**src/ipct_pkg.sv**
```systemverilog
// Shared types, status codes and helpers for the IP packet count table.
package ipct_pkg;

  localparam int TableDepthDefault = 256;

  localparam logic [2:0] ST_COUNTED  = 3'd0;
  localparam logic [2:0] ST_INSERTED = 3'd1;
  localparam logic [2:0] ST_FULL     = 3'd2;
  localparam logic [2:0] ST_HIT      = 3'd3;
  localparam logic [2:0] ST_MISS     = 3'd4;

  localparam logic [31:0] COUNT_MAX = 32'hFFFF_FFFF;

  typedef struct packed {
    logic        valid;
    logic [31:0] key;
    logic [31:0] count;
  } entry_t;

  typedef struct packed {
    logic incr;
    logic insert;
  } cell_cmd_t;

  function automatic logic [31:0] inc_sat(input logic [31:0] value);
    inc_sat = (value == COUNT_MAX) ? COUNT_MAX : value + 32'd1;
  endfunction

endpackage

```
**src/ipct_cell.sv**
```systemverilog
// One table slot: holds a key and count, compares, and shifts up from its left neighbor.
module ipct_cell (
  input  logic               clk,
  input  logic               rst,
  input  logic               cmp,
  input  ipct_pkg::cell_cmd_t cmd,
  input  logic [31:0]        ip,
  input  ipct_pkg::entry_t   left_entry,
  input  logic               left_lt,
  output ipct_pkg::entry_t   entry,
  output logic               lt,
  output logic               hit,
  output logic [31:0]        hit_count
);

  logic [31:0] key;
  logic [31:0] count;
  logic        valid;
  logic        match;
  logic        below;

  assign match = valid && (key == ip);
  assign below = valid && (key < ip);

  always_ff @(posedge clk) begin
    if (rst) begin
      valid <= 1'b0;
      lt    <= 1'b0;
      hit   <= 1'b0;
    end else if (cmp) begin
      lt        <= below;
      hit       <= match;
      hit_count <= match ? count : 32'd0;
    end else if (cmd.incr && hit) begin
      count <= ipct_pkg::inc_sat(count);
    end else if (cmd.insert && !lt) begin
      if (left_lt) begin
        key   <= ip;
        count <= 32'd1;
        valid <= 1'b1;
      end else begin
        key   <= left_entry.key;
        count <= left_entry.count;
        valid <= left_entry.valid;
      end
    end
  end

  assign entry.valid = valid;
  assign entry.key   = key;
  assign entry.count = count;

endmodule

```
**config.mk**
```make
export PLATFORM = sky130hd
export DESIGN_NAME = ipct_cell
export DESIGN_NICKNAME = d
export VERILOG_FILES = /design/src/ipct_pkg.sv /design/src/ipct_cell.sv
export SDC_FILE = /design/constraint.sdc
export NUM_CORES = 1
export LEC_CHECK = 0
export BUFFER_PORTS_ARGS = -buffer_cell sky130_fd_sc_hd__buf_4
export CAP_MARGIN = 20
export CELL_PAD_IN_SITES_DETAIL_PLACEMENT = 1
export CELL_PAD_IN_SITES_GLOBAL_PLACEMENT = 1
export CORE_ASPECT_RATIO = 0.75
export CORE_UTILIZATION = 42
export CTS_BUF_LIST = sky130_fd_sc_hd__clkbuf_16
export DETAILED_ROUTE_END_ITERATION = 16
export GPL_TIMING_DRIVEN = 1
export PLACE_DENSITY = 0.84
export SYNTH_ARGS = -nofsm -noshare
export SYNTH_HDL_FRONTEND = slang
export SYNTH_SLANG_ARGS = --single-unit
```
**constraint.sdc**
```tcl
create_clock -name clk -period 6.4 [get_ports clk]
set_input_delay 0.32 -clock clk [delete_from_list [all_inputs] [get_ports clk]]
set_output_delay 0.32 -clock clk [all_outputs]
set_load 0.1 [all_outputs]
```
==> impl_metrics.yaml, run 1 <==
critical_path:
  cp.required_ns: 6.61
  worstPathArrival_ns: 3.19
  worst_path_max_delay_cell: "nor4_4"
  r2r_start: "count[0]"
  critical_path.top_delay_family: "simple AND/OR/NAND/NOR gates"
  path_depth: 6
  timing.rr.end: "count[27]"
  path_buf_inv: 0
  crit_start: "count[0]"
  end_kind: "register"
  start_kind: "register"
  path_max_fanout: 19
  reg2regPathDepth: 6
  crit_chain: "ha_1 > nand2_1 > nor4_4 > nand4_4 > and2_1 > a21oi_2"
  endpoint: "count[27]"
  reg2reg_setup_slack_ns: 3.42
  slowest_delay_ns: 0.74
  crit_type: "reg -> reg"
sta:
  final.setup.tns_ns: 0
  period_minus_slack_ns: 2.976
  worst_pin_slew_ns: 1.058
  grt_setup_unrepaired: "false"
  slew_headroom: 0.2938
  skew_ns: 0.004532
  finalHoldViolCount: 0
  final-max-slew-violation-count: 0
  setup_viol: 0
  fmax_mhz: 336.0
  fin_ws_ns: 3.424
  period_share: 0.4651
hold_path:
  worst_hold_path_type: "in -> reg"
  hold_depth: 2
power_and_ir_drop:
  ir_drop_mv: 0.1402
  power.leakage_uw: 0.003191
  powerDensity_nw_per_um2: 218.7
floorplan:
  ioPinCount: 202
  core_um2: 12970
  die_h_um: 101.8
  num_rows: 36
  start_util: 0.4297
  die_area_um2: 13740
  die_x_um: 135.0
layout:
  fin_area_um2: 7525
  areaGrowthSynthToFinish_pct: 34.99
  final_util: 0.5801
  final_cell_mix: "buf_4 (204), edfxtp_1 (96), inv_1 (37), and2_1 (37), a21oi_1 (37)"
  post_route_cells_drive_above_1_share: 0.4075
  final_common_cell: "buf_4"
  fin_nets: 797
  antenna_cells: 0
  nFillCells: 1375
clocking:
  cts.clk_slew.worst_paths_ns: 0.07
  cts_setup_buffers: 0
  cts_max_level: 3
  cts_sinks: 99
  cts_root_buf: "clkbuf_16"
  clk_path_buf_depth: 2
  cts_tree: "built"
  cts_resized: 0
  cts_buffers: 9
  clkLatencyLatePin_ns: 0.35
  cts_hold_buf: 0
logic_synthesis:
  synth-adder-area-share: 0.07407
  async_flop_share: 0
  yosys_warnings: 0
  syn_area_um2: 5574
  synth_seq_area_share: 0.5279
  synth_compound_area_frac: 0.1012
  synthFlopType: "edfxtp_1"
  synth-simple-area-share: 0.1387
  synth_edf_count: 96
  avgSynthCellArea_um2: 11.86
  muxShareOfSynthArea: 0.07385
  synthXorXnorAreaFrac: 0.03928
  synth_cell_type_count: 41
  netlist_instances: 470
  synth_nets: 606
  ys_seq_elements: 99
  synth_top_family_by_area: "simple AND/OR/NAND/NOR gates"
global_routing:
  grt_pass1_vias: 4486
  antenna_found_initial: 0
  grt_max_degree: 46
  grt_pass1_wl_um: 23920
  grtUsageTotal: 0.2322
  grt_overflow: 0
placement:
  hpwl_um: 11690
  gp_congestion: 0.8222
  port_buffers: 201
  dp_slack_ns: 3.466
  postPlaceCellArea_um2: 7233
outcome:
  status: "finished clean"
drt:
  drt_iter0_markers: 149
  avgRoutedWirePerCell_um: 18.92
  vias: 4457
  drc: 0
  finalWirelength_um: 15820
  drt_first_pass_iters: 4
  viasPerCell: 5.331
  final_antenna_net_count: 0
flow_run:
  drv_cap: 0
-- cell usage after synthesis, types with 2 or more instances --
| cell | n | area (um2) |
|---|---|---|
| and2_1 | 37 | 231.5 |
| nor4_4 | 2 | 42.54 |
| clkbuf_1 | 18 | 67.56 |
| a221oi_1 | 2 | 17.52 |
| nor4_1 | 3 | 18.77 |
| dfxtp_1 | 3 | 60.06 |
| mux2i_1 | 4 | 40.04 |
| and4_1 | 5 | 43.79 |
| nor2b_1 | 4 | 25.02 |
| a31oi_1 | 18 | 112.6 |
| ha_1 | 33 | 412.9 |
| edfxtp_1 | 96 | 2883 |
| a21o_1 | 7 | 52.55 |
| nand2_1 | 14 | 52.55 |
| nand4_4 | 2 | 42.54 |
| a21oi_1 | 37 | 185.2 |
| nand4_1 | 20 | 125.1 |
| mux2_2 | 33 | 371.6 |
| nor2_1 | 6 | 22.52 |
| inv_1 | 37 | 138.9 |
| xor2_1 | 19 | 166.4 |
| a21oi_2 | 9 | 78.83 |
| nand3_1 | 15 | 75.07 |
| o21ai_0 | 12 | 60.06 |
| nor3_1 | 3 | 15.01 |
| a211oi_1 | 2 | 15.01 |
| nand2b_1 | 3 | 18.77 |
| and3_1 | 6 | 37.54 |
| buf_4 | 3 | 22.52 |
| xnor2_1 | 6 | 52.55 |
-- worst reg2reg max path, delay by kind of cell (launching register included) --
kind / cells / cell delay (ns)
compound gates: 1 / 0.20
fa+ha+maj: 1 / 0.31
flops: 1 / 0.46
simple gates: 4 / 1.86
-- cell type report --
class / instances / area [um2] / share of cell area
Tap cell: 171 / 214.0 / 0.02843
Multi-Input combinational cell: 310 / 2406 / 0.3198
Clock buffer: 9 / 225.2 / 0.02993
Inverter: 37 / 138.9 / 0.01846
Timing Repair Buffer: 204 / 1531 / 0.2035
Sequential cell: 99 / 2943 / 0.3911
Clock inverter: 6 / 66.31 / 0.008813
-- state kept, by name, indices dropped and copies added (netlist names) --
signal / count
count: 32
hit: 1
hit_count: 32
key: 32
lt: 1
valid: 1
-- cells by family (layout without fill, tap and decap cells) --
kind of cell / after synthesis / count (layout)
buffers and inverters: 61 / 256
flip-flops: 99 / 99
adder cells (fa/ha/maj): 33 / 33
multiplexers: 37 / 37
AO/OA/AOI/OAI: 92 / 92
AND/OR/NAND/NOR: 123 / 123
XOR/XNOR: 25 / 25
-- report_power, final --
group | leakage [uW] | internal, uW | total, uW | switching, uW
logic | 0.00215 | 109 | 339 | 230
registers | 0.000906 | 736 | 754 | 17.8
clock network | 0.000134 | 302 | 553 | 252
-- worst min-delay path by stage --
stage | slack, ns | startpoint | endpoint
final | 0.21 | rst | hit
after global routing | 0.21 | rst | hit
after CTS | 0.20 | rst | valid
after detailed placement | 0.54 | hit | hit
after global placement | 0.51 | valid | valid
after floorplan | 0.39 | rst | valid
-- layer usage --
layer / share of wire / vias up / GRT usage / wire length [um]
li1: - / 2123 / - / -
met1: 0.44 / 2191 / 0.2968 / 6941
met2: 0.49 / 123 / 0.3890 / 7759
met3: 0.051 / 20 / 0.06206 / 809
met4: 0.019 / 0 / 0.06655 / 308
met5: 0 / - / 0 / 0
-- stage by stage --
stage | hold WS (ns) | power [uW] | std cells
after CTS | 0.1960 | 1659 | 836
after detailed placement | 0.5371 | 1107 | 821
after floorplan | 0.3891 | 995.7 | 470
after global routing | 0.2084 | 1701 | 836
final | 0.2080 | 1646 | 836
after global placement | 0.5108 | 1098 | 821
No activity file was read; power rests on OpenSTA's default activity.
==> run 2, diff against run 1 <==
Settings changed: CORE_UTILIZATION 42 to 39, PLACE_DENSITY 0.84 to 0.79.
Clock period 6.4 ns to 3.1 ns, I/O delays scaled along.
==> run 2 against run 1 <==
  * Via count decreased by 0.18%
  * Global-route usage decreased by 0.43 points
  * Die area increased by 7.6%
  * Routed wire length increased by 2.3%
==> impl_metrics.yaml, run 2 (synthesized netlist as in run 1, its figures left out) <==
power_and_ir_drop:
  design_power_total_uw: 3398
  ir_drop_mv: 0.2713
  powerDensity_nw_per_um2: 447.3
  power.leakage_uw: 0.003223
floorplan:
  die_x_um: 140.0
  die_area_um2: 14780
  die_h_um: 105.5
  num_rows: 37
  ioPinCount: 202
  core_um2: 13840
  start_util: 0.4027
clocking:
  clkLatencyLatePin_ns: 0.35
  cts_root_buf: "clkbuf_16"
  cts_max_level: 3
  cts_hold_buf: 0
  clk_path_buf_depth: 2
  cts_setup_buffers: 0
  cts_sinks: 99
  cts_buffers: 9
  cts_resized: 0
  cts_tree: "built"
  cts.clk_slew.worst_paths_ns: 0.07
sta:
  setup_viol: 0
  grt_setup_unrepaired: "false"
  period_minus_slack_ns: 2.435
  worst_pin_slew_ns: 0.6947
  finalHoldViolCount: 0
  skew_ns: 0.009266
  slew_headroom: 0.5334
  fmax_mhz: 410.7
  period_share: 0.7855
  final-max-slew-violation-count: 0
  final.setup.tns_ns: 0
drt:
  finalWirelength_um: 16180
  drt_first_pass_iters: 5
  final_antenna_net_count: 0
  avgRoutedWirePerCell_um: 19.12
  viasPerCell: 5.259
  drc: 0
  drt_iter0_markers: 250
  vias: 4449
flow_run:
  drv_cap: 0
critical_path:
  crit_type: "reg -> reg"
  worstPathArrival_ns: 2.65
  start_kind: "register"
  worst_path_max_delay_cell: "nor4_1"
  path_max_fanout: 33
  slowest_delay_ns: 0.58
  crit_chain: "ha_1 > nand4_1 > nor4_1 > and4_1 > buf_4 > and2_1"
  cp.required_ns: 3.32
  end_kind: "register"
layout:
  final_common_cell: "buf_4"
  areaGrowthSynthToFinish_pct: 36.27
  fin_nets: 802
  antenna_cells: 0
  nFillCells: 1498
  reg.largest.list: "count: 32 flops, hit_count: 32 flops, key: 32 flops"
  layout.cells.non_filler: 846
  post_route_cells_drive_above_1_share: 0.4113
  final_cell_mix: "buf_4 (208), edfxtp_1 (96), inv_1 (37), and2_1 (37), a21oi_1 (37)"
placement:
  numPlacedInstances: 829
  gp_congestion: 0.8260
  hpwl_um: 12300
  port_buffers: 201
global_routing:
  grt_max_degree: 46
  grt_overflow: 0
  antenna_found_initial: 0
  grt_pass1_vias: 4743
  grt_pass1_wl_um: 25560
  grtUsageTotal: 0.2279
hold_path:
  worst_hold_path_type: "in -> reg"
outcome:
  status: "finished clean"
==> run 2: layer usage <==
metal / part of all wire / vias to the layer above / wire length [um] / global-route usage
li1: - / 2130 / - / -
met1: 0.45 / 2183 / 7253 / 0.2918
met2: 0.49 / 116 / 7990 / 0.3839
met3: 0.040 / 20 / 654 / 0.05043
met4: 0.017 / 0 / 277 / 0.07143
met5: 0 / - / 0 / 0
==> run 2: area by class of cell <==
type	instances	area [um2]	area share
inverters	37	138.9	0.01828
multi-input cells	310	2412	0.3176
clock buffers	9	225.2	0.02965
repair buffers	209	1589	0.2092
well taps	175	219.0	0.02883
flip-flops and latches	99	2943	0.3874
clock inverters	7	68.82	0.009059
==> run 2: stage by stage <==
| step | instance area, um2 | hold slack, ns | setup slack [ns] | utilization |
|---|---|---|---|---|
| CTS | 7569 | 0.05132 | 0.7063 | 0.5468 |
| global route | 7596 | 0.06499 | 0.4676 | 0.5488 |
| global placement | 7274 | 0.4178 | 0.8445 | 0.5255 |
| floorplan | 5592 | 0.2241 | 0.2525 | - |
| finish | 7596 | 0.06345 | 0.6649 | 0.5488 |
| detailed placement | 7274 | 0.4324 | 0.7580 | 0.5255 |
==> run 2: power by group <==
group	total (uW)	switching [uW]	internal [uW]
clock	1140	514	622
combinational	705	476	229
sequential	1560	37.3	1520
==> run 2: worst paths after layout <==
check,slack [ns],cells after the start,startpoint,to
max reg2reg,0.66,6,key[11],hit_count[20]
min reg2reg,0.57,2,valid,valid
max,0.66,6,key[11],hit_count[20]
min,0.06,2,rst,valid
==> run 2: worst max-delay path, delay by kind of cell (launching register included) <==
kind / cells / cell delay, ns
fa+ha+maj: 1 / 0.32
buf+inv: 1 / 0.30
flops: 1 / 0.41
simple gates: 4 / 1.26
==> run 3, diff against run 2 <==
Settings changed: CORE_UTILIZATION 39 to 35, PLACE_DENSITY 0.79 to 0.74.
Clock period 3.1 ns to 2 ns, I/O delays scaled along.
==> run 3 against run 2 <==
  * The flow now finishes with violations (negative setup slack)
  * Largest cell class unchanged
  * Die area up 11%
  * Flip-flop and latch count unchanged
  * Critical path type unchanged
  * Utilization is 2.5 points lower
  * Clock skew rose by 0.0011 ns
  * Non-clock buffer count grew 31
  * Largest power group unchanged
  * Fmax increased by 17%
  * Count of clock-buffer cells in the layout unchanged
  * Setup slack got worse by 0.74 ns
  * Final cell count is 7.2% higher
==> impl_metrics.yaml, run 3 (synthesized netlist as in run 1, its figures left out) <==
clocking:
  cts_root_buf: "clkbuf_16"
  clk_path_buf_depth: 2
  cts.clk_slew.worst_paths_ns: 0.07
  cts_max_level: 3
  clkLatencyLatePin_ns: 0.36
  cts_sinks: 99
  cts_tree: "built"
  cts_buffers: 9
critical_path:
  cp.required_ns: 2.23
  r2r_start: "key[19]"
  crit_type: "reg -> reg"
  endpoint: "hit_count[22]"
  path_max_fanout: 17
  reg2regPathDepth: 6
  crit_start: "key[19]"
  start_kind: "register"
  end_kind: "register"
  reg2reg_setup_slack_ns: -0.08
  timing.rr.end: "hit_count[22]"
  worstPathArrival_ns: 2.31
floorplan:
  start_util: 0.3626
  die_area_um2: 16440
  die_h_um: 111.3
  num_rows: 39
  die_x_um: 147.7
  ioPinCount: 202
  core_um2: 15370
placement:
  port_buffers: 201
  gp_congestion: 0.8089
  hpwl_um: 12850
layout:
  antenna_cells: 0
  final_common_cell: "buf_4"
  final_util: 0.5242
  fin_nets: 833
  areaGrowthSynthToFinish_pct: 44.56
  final_cell_mix: "buf_4 (233), edfxtp_1 (96), inv_1 (37)"
  post_route_cells_drive_above_1_share: 0.4644
  reg.largest.list: "count: 32 flops, hit_count: 32 flops, key: 32 flops"
sta:
  final-max-slew-violation-count: 0
  fmax_mhz: 480.8
  period_share: 1.040
  hold-worst-slack_ns: 0.04698
  skew_ns: 0.01036
  final.setup.tns_ns: -1.888
  grt_setup_unrepaired: "true"
  slew_headroom: 0.6802
  period_minus_slack_ns: 2.080
  setup_viol: 33
  worst_pin_slew_ns: 0.4797
  finalHoldViolCount: 0
  fin_ws_ns: -0.07990
power_and_ir_drop:
  clockPowerShare: 0.338
  seqPwrFrac: 0.446
  pwr-share-comb: 0.215
  power_switching_uw: 1647
  power.leakage_uw: 0.003446
  swShare: 0.3070
  p_int_uw: 3719
  ir_drop_mv: 0.4337
  powerDensity_nw_per_um2: 666.0
global_routing:
  grt_overflow: 0
  antenna_found_initial: 0
  grt_pass1_wl_um: 27480
  grtUsageTotal: 0.2185
  grt_max_degree: 36
  grt_pass1_vias: 5015
drt:
  finalWirelength_um: 17400
  drc: 0
  drt_iter0_markers: 166
  viasPerCell: 5.117
  drt_first_pass_iters: 4
  final_antenna_net_count: 0
  vias: 4641
  avgRoutedWirePerCell_um: 19.18
flow_run:
  drv_cap: 0
hold_path:
  worst_hold_path_type: "in -> reg"
outcome:
  status: "finished, violations left"
  failed_checks: "negative setup slack"
-- run 3: timing repair --
item | 4_1_cts | 5_1_grt
hold buffers | 1 | 0
endpoints found under the setup margin | 33 | 42
setup buffers | 3 | 4
pin swaps | 3 | 4
gates resized for setup | 6 | 8
cloned | 1 | 0
endpoints found under the hold margin | 2 | 0
-- run 3: power groups by stage --
stage	Clock (uW)	Combinational, uW	Sequential (uW)
6_report	1820	1160	2400
5_1_grt	1930	1220	2400
4_1_cts	1870	1160	2400
3_5_place_dp	0	1140	2440
2_1_floorplan	0	278	2920
3_3_place_gp	0	1120	2440
-- run 3: final cells by class --
type | count | area [um2]
Inverter | 37 | 138.9
Clock inverter | 7 | 75.07
Timing Repair Buffer | 240 | 1878
Tap cell | 205 | 256.5
Fill cell | 1662 | 7313
Clock buffer | 9 | 225.2
Multi-Input combinational cell | 310 | 2534
Sequential cell | 99 | 2950
-- run 3: worst max-delay path, stage by stage, from the launching register on --
cell	delay, ns
edfxtp_1	0.46
ha_4	0.32
nand4_1	0.19
nor4_4	0.33
and4_4	0.32
buf_12	0.16
and2_1	0.15
-- run 3: stage by stage --
step	cell area [um2]	total power (uW)	instances	worst slack (ns)
2_1_floorplan	5703	3195	470	-0.6324
5_1_grt	8058	5551	907	-0.1644
3_5_place_dp	7605	3586	882	-0.09371
4_1_cts	7989	5423	903	-0.03296
6_report	8058	5366	907	-0.07990
3_3_place_gp	7605	3556	882	0.04629
-- run 3: metal layers --
layer	GRT usage	share of wire
met5	0	0
met4	0.06117	0.013
met3	0.04774	0.053
met2	0.3626	0.49
met1	0.2854	0.44
-- run 3: how the worst min path moves through the flow --
stage / endpoint / from / slack (ns) / cells past startpoint
final: key[21] / left_entry[53] / 0.05 / 2
after global routing: key[10] / left_entry[42] / 0.03 / 2
after CTS: key[12] / left_entry[44] / 0.03 / 2
after detailed placement: hit / rst / 0.36 / 2
after global placement: hit / rst / 0.36 / 2
after floorplan: hit / rst / 0.16 / 1
